### src/design/hsom_pkg.sv
// ----------------------------------------------------------------------------
// hsom_pkg: shared types and constants of the hit set overlap matcher
// Table geometry, counter widths, stream packing and the structs that pass
// between the pipeline stages.
// ----------------------------------------------------------------------------
package hsom_pkg;

    localparam int TABLE_DEPTH = 64;
    localparam int IDX_W       = $clog2(TABLE_DEPTH);
    localparam int LEN_W       = $clog2(TABLE_DEPTH + 1);
    localparam int MAX_GROUPS  = 32;
    localparam int GROUP_W     = $clog2(MAX_GROUPS);
    localparam int NGRP_W      = $clog2(MAX_GROUPS + 1);
    localparam int WORD_W      = 32;
    localparam int CNT_W       = 8;
    localparam int THR_W       = 4;
    localparam int PROD_W      = CNT_W + THR_W;

    localparam int CFG_IDX_W   = 1;
    localparam int CFG_DATA_W  = (LEN_W > THR_W) ? LEN_W : THR_W;
    localparam logic [THR_W-1:0] THRESHOLD_RESET = THR_W'(7);

    localparam int S_TDATA_W   = ((IDX_W + 2 * WORD_W + 7) / 8) * 8;
    localparam int S_TUSER_W   = 2;

    typedef enum logic {
        KIND_TABLE = 1'b0,
        KIND_HIT   = 1'b1
    } kind_t;

    typedef enum logic [CFG_IDX_W-1:0] {
        CFG_TABLE_LENGTH = 1'b0,
        CFG_THRESHOLD    = 1'b1
    } cfg_reg_t;

    // request into the table stage: a word write or a hit lookup
    typedef struct packed {
        logic              wr_en;
        logic [IDX_W-1:0]  wr_index;
        logic [WORD_W-1:0] wr_word;
        logic              hit_en;
        logic [WORD_W-1:0] hit_id;
    } cam_req_t;

    // control that travels beside the table stages
    typedef struct packed {
        logic vld;
        logic hit;
        logic region;
        logic last;
    } item_ctl_t;

    // result word, laid out as on m_tdata (lowest field last)
    typedef struct packed {
        logic [CNT_W-1:0]   matched_hits;
        logic [CNT_W-1:0]   region_hits;
        logic [GROUP_W-1:0] group;
        logic               accepted;
    } verdict_t;

    localparam int M_TDATA_W = (($bits(verdict_t) + 7) / 8) * 8;

    function automatic logic [CNT_W-1:0] sat_inc(input logic [CNT_W-1:0] v);
        sat_inc = (v == '1) ? v : v + CNT_W'(1);
    endfunction

endpackage

### src/design/hsom_judge.sv
// ----------------------------------------------------------------------------
// hsom_judge: track decision
// Tests every closed group against the match fraction and picks the first
// group that passes.
// ----------------------------------------------------------------------------
module hsom_judge (
    input  logic [hsom_pkg::CNT_W-1:0]  counts [hsom_pkg::MAX_GROUPS],
    input  logic [hsom_pkg::CNT_W-1:0]  hits,
    input  logic [hsom_pkg::NGRP_W-1:0] n_groups,
    input  logic [hsom_pkg::THR_W-1:0]  threshold,
    output hsom_pkg::verdict_t          verdict
);
    import hsom_pkg::*;

    logic [PROD_W-1:0] need;
    logic [PROD_W-1:0] score;

    assign need = PROD_W'(hits) * PROD_W'(threshold);

    // walk down so the lowest passing group wins
    always_comb begin
        verdict              = '0;
        verdict.region_hits  = hits;
        score                = '0;
        for (int g = MAX_GROUPS - 1; g >= 0; g--) begin
            score = (PROD_W'(counts[g]) << 3) + (PROD_W'(counts[g]) << 1);
            if ((NGRP_W'(g) < n_groups) && (hits != '0) && (score > need)) begin
                verdict.accepted     = 1'b1;
                verdict.group        = GROUP_W'(g);
                verdict.matched_hits = counts[g];
            end
        end
    end

endmodule

### config.mk
export PLATFORM = sky130hd
export DESIGN_NAME = hsom_judge
export DESIGN_NICKNAME = d
export VERILOG_FILES = /design/src/design/hsom_pkg.sv /design/src/design/hsom_judge.sv
export SDC_FILE = /design/constraint.sdc
export NUM_CORES = 1
export LEC_CHECK = 0
export BUFFER_PORTS_ARGS = -buffer_cell sky130_fd_sc_hd__buf_2
export CAP_MARGIN = 15
export CORE_MARGIN = 2
export CORE_UTILIZATION = 25
export DETAILED_ROUTE_END_ITERATION = 7
export GPL_TIMING_DRIVEN = 1
export PLACE_DENSITY = 0.53
export SYNTH_ARGS = -nofsm -noshare
export SYNTH_HDL_FRONTEND = slang
export SYNTH_SLANG_ARGS = --single-unit
### constraint.sdc
create_clock -name vclk -period 17.66
set_input_delay 5.298 -clock vclk [all_inputs]
set_output_delay 5.298 -clock vclk [all_outputs]
set_load 0.03 [all_outputs]
---- Word-level counts from Yosys, hierarchy flattened ----
Cells that the tools add are included.
operators by class
  add/subtract/negate cells ............... 32
  multipliers ............................. 1
  divide/modulo/power cells ............... 0
  magnitude comparators ................... 64
  equal/unequal tests ..................... 0
  shift operators ......................... 0
  multiplexer cells ....................... 64
  bitwise operators ....................... 0
  reductions and logical operators ........ 65
operator list
  operator                                                              number
  11-bit by 9-bit adder with 12-bit output                              32
  12-bit greater-than comparator                                        32
  8-bit two-way mux                                                     32
  6-bit two-way mux                                                     32
  5-bit by 6-bit < comparator with 1-bit output (first input constant)  16
  1-bit logical AND                                                     64
  4-bit by 6-bit < comparator with 1-bit output (first input constant)  8
  3-bit by 6-bit < comparator with 1-bit output (first input constant)  4
  1-bit by 6-bit < comparator with 1-bit output (first input constant)  2
  2-bit by 6-bit < comparator with 1-bit output (first input constant)  2
  8-bit by 4-bit multiplier with 12-bit output                          1
  8-bit nonzero test                                                    1
word-level totals
  register bits ........................... 0
  bits in latches ......................... 0
  memory bits (writable) .................. 0
  bits in read-only memories .............. 0
  bits of input ports ..................... 274
  output and inout bits ................... 22
  word-level logic and storage cells ...... 226
  memories ................................ 0

---- Longest topological paths before layout ----
Gate-level depths: netlist of run 1.
  depth after elaboration ................. 35
  depth in mapped cells ................... 28
  depth with buffers taken out ............ 25

---- Worst setup path after synthesis of run 1 ----
No wires, ideal clock.
  path type ............................... input to output
  from .................................... input threshold[3] (netlist name)
  to ...................................... output verdict[17] (netlist name)
  data arrival time ....................... 12.523 ns
  slack ................................... -0.161 ns
  stages .................................. 23
  cells stage by stage .................... and2_1 > fa_1 > inv_1 > fa_1 > inv_1 > ha_1 > o211ai_1 > o21ai_2 > o311a_4 > clkbuf_1 > clkbuf_1 > o21ai_0 > nand2b_1 > xnor2_1 > ha_1 > and3_1 > a311o_1 > a22oi_4 > o21ai_2 > or4_1 > a211oi_1 > nor4b_1 > a211oi_1
RTL lines
  item             RTL line          RTL
  start, declared  hsom_judge.sv:10  input logic [hsom_pkg::THR_W-1:0] threshold,
  end, declared    hsom_judge.sv:11  output hsom_pkg::verdict_t verdict

==> flow_metrics.py, run 1 <==
metrics = {
    "logic_synthesis": {
        "yosysWarnings": 0,
        "ys_seq_area_share_pct": 0,
        "synth_compound_area_share_pct": 33.8,
        "synth_top_family_by_area": "compound AO/OA/AOI/OAI gates",
        "ys_types": 108,
        "netlist_area_sq_um": 22100,
        "synth_mux_area_share_pct": 0.226,
        "yosys-top-cells-area": "ha_1 28%, a21oi_1 6.2%, xnor2_1 5.3%",
        "synthSimpleGateAreaFrac_pct": 22.8,
        "synthAdderAreaFrac_pct": 32.5,
        "syn_nets": 3780,
        "synthCells": 2965,
        "synth_top_area_share_pct": 28.1,
        "yosys.area.top_type": "ha_1",
        "avgSynthCellArea_sq_um": 7.46,
        "synth-xor-area-share_pct": 7.03,
    },
    "placement": {
        "gp_congestion": 0.978,
        "hpwl_um": 85900,
        "portBuffers": 296,
        "dpl_worst_slack_ns": -0.313,
    },
    "route": {
        "drc": 0,
        "postRouteAntennaNets": 0,
        "avgRoutedWirePerCell_um": 22.9,
        "dr_wl_met2_um": 47500,
        "firstDrtPassIters": 6,
        "drt-met1-wl_um": 42900,
        "routed_wl_um": 102000,
        "met3WireLength_um": 7840,
        "viasPerCell": 5.71,
        "vias": 25300,
        "drt_iter0_drc": 1971,
        "highest_layer": "met5",
    },
    "clocking": {
        "cts_hold_buf": 0,
    },
    "worst_setup_path": {
        "startpoint_type": "primary input",
        "path_max_fanout": 8,
        "cp-end-kind": "output pin",
        "cp.required_ns": 12.36,
        "critPathKind": "primary input to output pin",
        "worst_ep_arrival_time_ns": 12.07,
    },
    "floorplan": {
        "io_pins": 296,
        "die_w_um": 301,
        "dieArea_sq_um": 90900,
        "die_h_um": 301,
        "num_rows": 109,
        "initial_core_util_pct": 25.1,
        "core_area_sq_um": 88000,
    },
    "finish": {
        "fillCellCount": 9708,
        "area_growth_pct": 15.4,
        "n_sequential_cell": 0,
        "n_clock_buffer": 0,
        "regArea_sq_um": 0,
        "layout-drive-gt1-share_pct": 14.2,
        "final_core_util_pct": 29.0,
        "nets": 4065,
    },
    "timing": {
        "fin_crit_sh_pct": 98.3,
        "hold_viol": 0,
        "setup_viol": 0,
        "tightest_slew_ns": 1.19,
        "fin_ws_ns": 0.295,
        "fin_crit_ns": 17.36,
        "setup_tns_ns": 0,
        "slew_headroom_pct": 20.3,
        "timing.fmax_mhz": 57.6,
        "drv_slew": 0,
    },
    "power_and_ir_drop": {
        "switchingPower_uw": 1430,
        "vdd_drop_max_uv": 53.3,
        "pwr-share-comb_pct": 100.0,
        "p_per_area_nw_per_um2": 90.5,
        "p_int_uw": 882,
        "clock_power_share_pct": 0,
        "p_seq_share_pct": 0,
        "swShare_pct": 61.8,
        "leakage_uw": 0.0112,
    },
    "grt": {
        "antenna_found_initial": 38,
        "grt_max_degree": 33,
        "grt_pass1_wl_um": 148000,
        "grt_usage_pct": 21.4,
        "globalRouteOverflowTotal": 0,
        "grt_pass1_vias": 23500,
    },
    "worst_hold_path": {
        "min_to": "verdict[7]",
        "hold_class": "primary input to output pin",
        "hp-start": "hits[1]",
        "hold_depth": 2,
    },
    "flow_run": {
        "maxCapViolCount": 0,
    },
    "run_status": {
        "status": "finished, final reports clean",
    },
}
## power groups by stage
stage / registers [uW] / clock network [uW] / logic, uW
CTS: 0 / 0 / 2240
floorplan: 0 / 0 / 1500
detailed placement: 0 / 0 / 2230
global route: 0 / 0.0000685 / 2530
finish: 0 / 0.0000916 / 2310
global placement: 0 / 0 / 2230
## stage by stage
step | hold slack, ns | instances | area [sq um] | total power, uW
6_report | 10.90 | 4425 | 25500 | 2310
3_5_place_dp | 10.90 | 4407 | 25300 | 2230
5_1_grt | 10.91 | 4422 | 25500 | 2530
4_1_cts | 10.90 | 4407 | 25300 | 2240
3_3_place_gp | 10.90 | 4407 | 25300 | 2230
2_1_floorplan | 10.73 | 2965 | 22100 | 1500
## cell families after synthesis
kind of cell,count (synthesis)
AO/OA/AOI/OAI,1089
XOR/XNOR,176
adder cells (fa/ha/maj),549
buffers and inverters,190
multiplexers,5
AND/OR/NAND/NOR,956
## worst max-delay path by stage
stage,from,endpoint,slack (ns),cells after the start
5_1_grt,threshold[3],verdict[15],-0.0001,27
6_report,threshold[3],verdict[17],0.30,28
3_5_place_dp,threshold[3],verdict[14],-0.31,27
4_1_cts,threshold[3],verdict[17],0.009,28
2_1_floorplan,threshold[3],verdict[17],0.13,21
3_3_place_gp,threshold[3],verdict[14],-0.13,27
## per-layer routing
metal / GRT usage (%) / vias to the layer above
met5: 0 / -
met4: 6.36 / 26
li1: - / 12200
met3: 3.04 / 188
met1: 27.9 / 11900
met2: 36.3 / 983
## what timing repair did
action	in CTS	in global routing
gates cloned	0	0
resized for setup	4	15
endpoints found under the setup margin	2	12
setup buffers	0	6
pin swaps	0	3
endpoints found under the hold margin	0	0
## cell type report
class                           count  area, sq um  share of cell area (%)
Multi-Input combinational cell   2775        21500                    84.3
Tap cell                         1165         1460                    5.71
Antenna cell                       12         30.0                   0.118
Timing Repair Buffer              374         2150                    8.45
Inverter                           99          372                    1.46
## cell usage after synthesis (16+ instances only)
cell and count:
ha_1 497, a21oi_1 272, nor2_1 226, o21ai_0 191, nand2_1 190, xnor2_1 133, nand3_1 118, a21o_1 100
inv_1 98, a211oi_1 89, nor2b_1 55, clkbuf_1 49, o211ai_1 46, nor3_1 45, fa_1 44, and2_1 42
nand4_1 42, xor2_1 42, and3_1 34, o21bai_1 32, nand2b_1 29, a31oi_1 28, nor3b_1 27, a211o_1 24
or3_1 24, buf_2 23, o22ai_1 23, o21a_1 20, a221o_1 19, o31ai_1 19, nor4_1 18, o2111ai_1 18
a221oi_1 17, a311o_1 16
## critical path, cell delays in order
cell      delay (ns)
buf_2           0.14
and2_1          0.18
fa_1            0.54
inv_1           0.06
fa_1            0.52
inv_1           0.04
ha_1            0.39
nor2b_1         0.19
o31a_4          0.32
o21ai_0         0.16
nand2b_1        0.15
xnor2_4         0.18
buf_12          0.15
buf_4           0.15
ha_1            0.30
nand3_1         0.09
a21oi_1         0.05
a211o_1         0.27
maj3_1          0.34
a311o_1         0.42
nand2_1         0.25
o211ai_1        0.18
or4_1           0.54
a211oi_1        0.27
buf_4           0.19
nor4b_1         0.06
a211oi_2        0.33
buf_2           0.28
## cells in the final DEF (no fill, tap or decap), types with 29 or more instances in the layout
cell	instances
a21o_1	99
nand4_1	42
and2_1	42
xnor2_1	130
o211ai_1	46
inv_1	97
o21bai_1	32
nor3_1	44
nand2_1	190
xor2_1	40
nor2_1	226
o21ai_0	191
buf_4	71
a21oi_1	272
and3_1	34
nand3_1	118
nand2b_1	29
fa_1	43
ha_1	497
buf_2	296
a211oi_1	88
nor2b_1	55
(Power assumes the default switching activity.)
==> run 2, diff against run 1 <==
- PLACE_DENSITY: 0.53 -> 0.5
==> run 2 against run 1 <==
Net effect: core utilization fell by 0.064 points; count of clock-buffer cells in the layout did not move; via count fell by 0.90%; critical path type unchanged; largest cell class unchanged.
==> flow_metrics.py, run 2 (synthesis gave the netlist of run 1 again) <==
metrics = {
    "placement": {
        "gp_congestion": 0.973,
        "placedCellCount": 4401,
        "post_dp_cell_area_sq_um": 25300,
        "hpwl_um": 85500,
        "portBuffers": 296,
    },
    "timing": {
        "tightest_slew_ns": 1.04,
        "setup_tns_ns": 0,
        "holdWs_ns": 10.90,
        "slew_headroom_pct": 30.6,
        "drv_slew": 0,
        "fin_crit_sh_pct": 98.6,
        "timing.fmax_mhz": 57.5,
        "hold_viol": 0,
        "setup_viol": 0,
        "rsz0062_at_grt": "no",
        "fin_crit_ns": 17.40,
    },
    "finish": {
        "layout-drive-gt1-share_pct": 14.2,
        "regArea_sq_um": 0,
        "final_core_util_pct": 28.9,
        "stdcell_area_sq_um": 25500,
        "area_growth_pct": 15.1,
        "nets": 4059,
        "n_clock_buffer": 0,
        "n_sequential_cell": 0,
        "most-common-layout-cells": "497 x ha_1, 296 x buf_2, 271 x a21oi_1",
        "mostFrequentLayoutCell": "ha_1",
        "final_cells": 4416,
    },
    "power_and_ir_drop": {
        "vdd_drop_max_uv": 72.7,
        "p_per_area_nw_per_um2": 90.9,
        "leakage_uw": 0.0112,
    },
    "grt": {
        "globalRouteOverflowTotal": 0,
        "grt_max_degree": 34,
        "antenna_found_initial": 30,
        "grt_pass1_vias": 23400,
        "grt_pass1_wl_um": 149000,
        "grt_usage_pct": 21.4,
    },
    "route": {
        "vias": 25100,
        "drc": 0,
        "routed_wl_um": 102000,
        "viasPerCell": 5.67,
        "avgRoutedWirePerCell_um": 23.2,
        "firstDrtPassIters": 5,
        "postRouteAntennaNets": 0,
        "drt_iter0_drc": 1950,
    },
    "run_status": {
        "status": "finished, final reports clean",
    },
    "floorplan": {
        "core_area_sq_um": 88000,
        "dieArea_sq_um": 90900,
        "die_h_um": 301,
        "initial_core_util_pct": 25.1,
        "die_w_um": 301,
        "num_rows": 109,
        "io_pins": 296,
    },
    "worst_setup_path": {
        "critPathKind": "primary input to output pin",
        "crit_path_frequent_cell": "a211oi_1",
        "critical_path.max_stage_delay_ns": 0.53,
        "cp.required_ns": 12.36,
        "startpoint_type": "primary input",
        "cp_num_buf_inv": 6,
        "cp-end-kind": "output pin",
        "critical_path.top_delay_family": "compound AO/OA/AOI/OAI gates",
        "worst_ep_arrival_time_ns": 12.11,
        "cp_slowest_cell": "fa_1",
        "setup.worst_path.start": "threshold[3]",
        "path_max_fanout": 24,
    },
    "worst_hold_path": {
        "hold_class": "primary input to output pin",
        "hp-start": "hits[6]",
    },
    "flow_run": {
        "maxCapViolCount": 0,
    },
    "clocking": {
        "cts_hold_buf": 0,
    },
}
[run 2: path summary, 6_finish.rpt]
kind | end | slack (ns) | depth (start not counted)
setup / recovery | verdict[19] | 0.26 | 27
hold / removal | verdict[12] | 10.90 | 2
[run 2: cell type report]
class | instances | area (sq um)
Tap cell | 1165 | 1460
Fill cell | 9662 | 62500
Timing Repair Buffer | 368 | 2090
Inverter | 99 | 372
Multi-Input combinational cell | 2775 | 21500
Antenna cell | 9 | 22.5
[run 2: repair_timing]
action                     in CTS  in global routing
cloned                          0                  0
setup buffers                   2                  4
gates resized for setup         2                 24
setup endpoints to repair       2                 12
pin swaps                       1                  3
[run 2: metrics by stage]
stage / total power, uW / setup WS (ns)
2_1_floorplan: 1500 / 0.125
3_3_place_gp: 2240 / -0.389
3_5_place_dp: 2240 / -0.339
4_1_cts: 2250 / 0.0700
5_1_grt: 2530 / 0.00159
6_report: 2310 / 0.256
[run 2: per-layer routing]
| metal | part of all wire (%) | global-route usage (%) |
|---|---|---|
| met5 | 0.14 | 0 |
| met4 | 2.7 | 5.48 |
| met3 | 6.3 | 2.42 |
| met2 | 47 | 36.7 |
| met1 | 44 | 28.4 |
[run 2: report_power, final]
part | internal (uW) | total, uW | switching (uW)
clock network | 0.0000687 | 0.0000688 | 0
registers | 0 | 0 | 0
logic | 877 | 2310 | 1440
total | 877 | 2310 | 1440
==> run 3, diff against run 2 <==
- CORE_ASPECT_RATIO: default -> 1.75
==> run 3 against run 2 <==
Net effect: routed wire length increased by 7.3%; first-iteration DRC count shrank 9.7%; hold slack worse by 0.0035 ns; combinational power grew 3%; sequential cell count stayed put; worst setup slack improved by 0.049 ns; global-route usage is 1.6 points higher; design area increased by 0.12%; non-clock buffer count up 10; die area up 0.10%.
==> flow_metrics.py, run 3 (synthesis gave the netlist of run 1 again) <==
metrics = {
    "power_and_ir_drop": {
        "p_seq_share_pct": 0,
        "p_per_area_nw_per_um2": 93.5,
        "switchingPower_uw": 1490,
        "leakage_uw": 0.0112,
        "clock_power_share_pct": 0,
        "p_int_uw": 890,
        "swShare_pct": 62.6,
        "vdd_drop_max_uv": 58.8,
        "pwr-share-comb_pct": 100.0,
    },
    "worst_setup_path": {
        "critical_path.max_stage_delay_ns": 0.53,
        "cp-end-kind": "output pin",
        "cp_num_buf_inv": 8,
        "critical_path.top_delay_family": "compound AO/OA/AOI/OAI gates",
        "crit_path_frequent_cell": "buf_4",
        "path_max_fanout": 19,
        "cp.required_ns": 12.36,
        "worst_ep_arrival_time_ns": 12.06,
        "startpoint_type": "primary input",
        "cp_slowest_cell": "fa_1",
        "critPathKind": "primary input to output pin",
    },
    "worst_hold_path": {
        "hold_depth": 2,
        "min_to": "verdict[9]",
        "hp-start": "hits[3]",
        "hold_class": "primary input to output pin",
    },
    "route": {
        "highest_layer": "met5",
        "avgRoutedWirePerCell_um": 24.8,
        "drt-met1-wl_um": 40400,
        "met3WireLength_um": 6170,
        "drt_iter0_drc": 1760,
        "viasPerCell": 5.78,
        "dr_wl_met2_um": 54200,
        "postRouteAntennaNets": 0,
        "vias": 25700,
        "drc": 0,
        "routed_wl_um": 110000,
        "firstDrtPassIters": 5,
    },
    "finish": {
        "n_sequential_cell": 0,
        "final_cells": 4436,
        "regArea_sq_um": 0,
        "mostFrequentLayoutCell": "ha_1",
        "layout-drive-gt1-share_pct": 14.1,
        "n_clock_buffer": 0,
        "nets": 4069,
        "area_growth_pct": 15.2,
        "most-common-layout-cells": "497 x ha_1, 296 x buf_2, 271 x a21oi_1",
    },
    "timing": {
        "hold_viol": 0,
        "rsz0062_at_grt": "no",
        "fin_crit_ns": 17.36,
        "setup_tns_ns": 0,
        "fin_crit_sh_pct": 98.3,
        "setup_viol": 0,
        "timing.fmax_mhz": 57.6,
        "tightest_slew_ns": 1.09,
        "drv_slew": 0,
        "slew_headroom_pct": 27.0,
    },
    "grt": {
        "grt_pass1_vias": 25300,
        "grt_usage_pct": 23.1,
        "globalRouteOverflowTotal": 0,
        "grt_max_degree": 36,
        "grt_pass1_wl_um": 159000,
        "antenna_found_initial": 36,
    },
    "placement": {
        "hpwl_um": 93000,
        "gp_congestion": 1.01,
        "placedCellCount": 4419,
        "portBuffers": 296,
    },
    "floorplan": {
        "die_w_um": 229,
        "die_h_um": 397,
        "dieArea_sq_um": 90900,
        "core_area_sq_um": 87900,
        "initial_core_util_pct": 25.2,
        "num_rows": 144,
        "io_pins": 296,
    },
    "flow_run": {
        "maxCapViolCount": 0,
    },
    "run_status": {
        "status": "finished, final reports clean",
    },
    "clocking": {
        "cts_hold_buf": 0,
    },
}
==> run 3: worst max-delay path by stage <==
stage,end,from,cells after the start
2_1_floorplan,verdict[17],threshold[3],21
3_3_place_gp,verdict[14],threshold[3],27
3_5_place_dp,verdict[14],threshold[3],27
4_1_cts,verdict[14],threshold[3],27
5_1_grt,verdict[17],threshold[3],28
6_report,verdict[17],threshold[3],28
==> run 3: area by class of cell <==
| class | instances | area, sq um |
|---|---|---|
| Timing Repair Buffer | 378 | 2180 |
| Inverter | 99 | 372 |
| Multi-Input combinational cell | 2775 | 21400 |
| Fill cell | 9859 | 62400 |
| Antenna cell | 16 | 40.0 |
| Tap cell | 1168 | 1460 |
==> run 3: layer usage <==
metal / global-route usage [%] / up-vias
li1: - / 12200
met1: 24.1 / 12200
met2: 42.1 / 915
met3: 3.89 / 339
met4: 15.9 / 32
met5: 0 / -
==> run 3: metrics by stage <==
stage / hold slack (ns) / worst slack (ns) / power, uW / util [%] / area (sq um)
after CTS: 10.90 / 0.0260 / 2340 / 28.9 / 25400
after global routing: 10.91 / 0.0150 / 2590 / 29.0 / 25500
after detailed placement: 10.90 / 0.0477 / 2330 / 28.9 / 25400
final: 10.90 / 0.305 / 2380 / 29.0 / 25500
after floorplan: 10.73 / 0.125 / 1500 / - / 22100
after global placement: 10.90 / 0.136 / 2330 / 28.9 / 25400
==> run 3: what timing repair did <==
item / in CTS / in global routing
gates resized for setup: 0 / 9
setup buffers: 0 / 1
endpoints found under the setup margin: 0 / 5
==> run 3: power by group through the flow <==
stage / logic, uW / registers (uW) / clock network, uW
floorplan: 1500 / 0 / 0
global placement: 2330 / 0 / 0
detailed placement: 2330 / 0 / 0
CTS: 2340 / 0 / 0
global route: 2590 / 0 / 0.000106
finish: 2380 / 0 / 0.000152
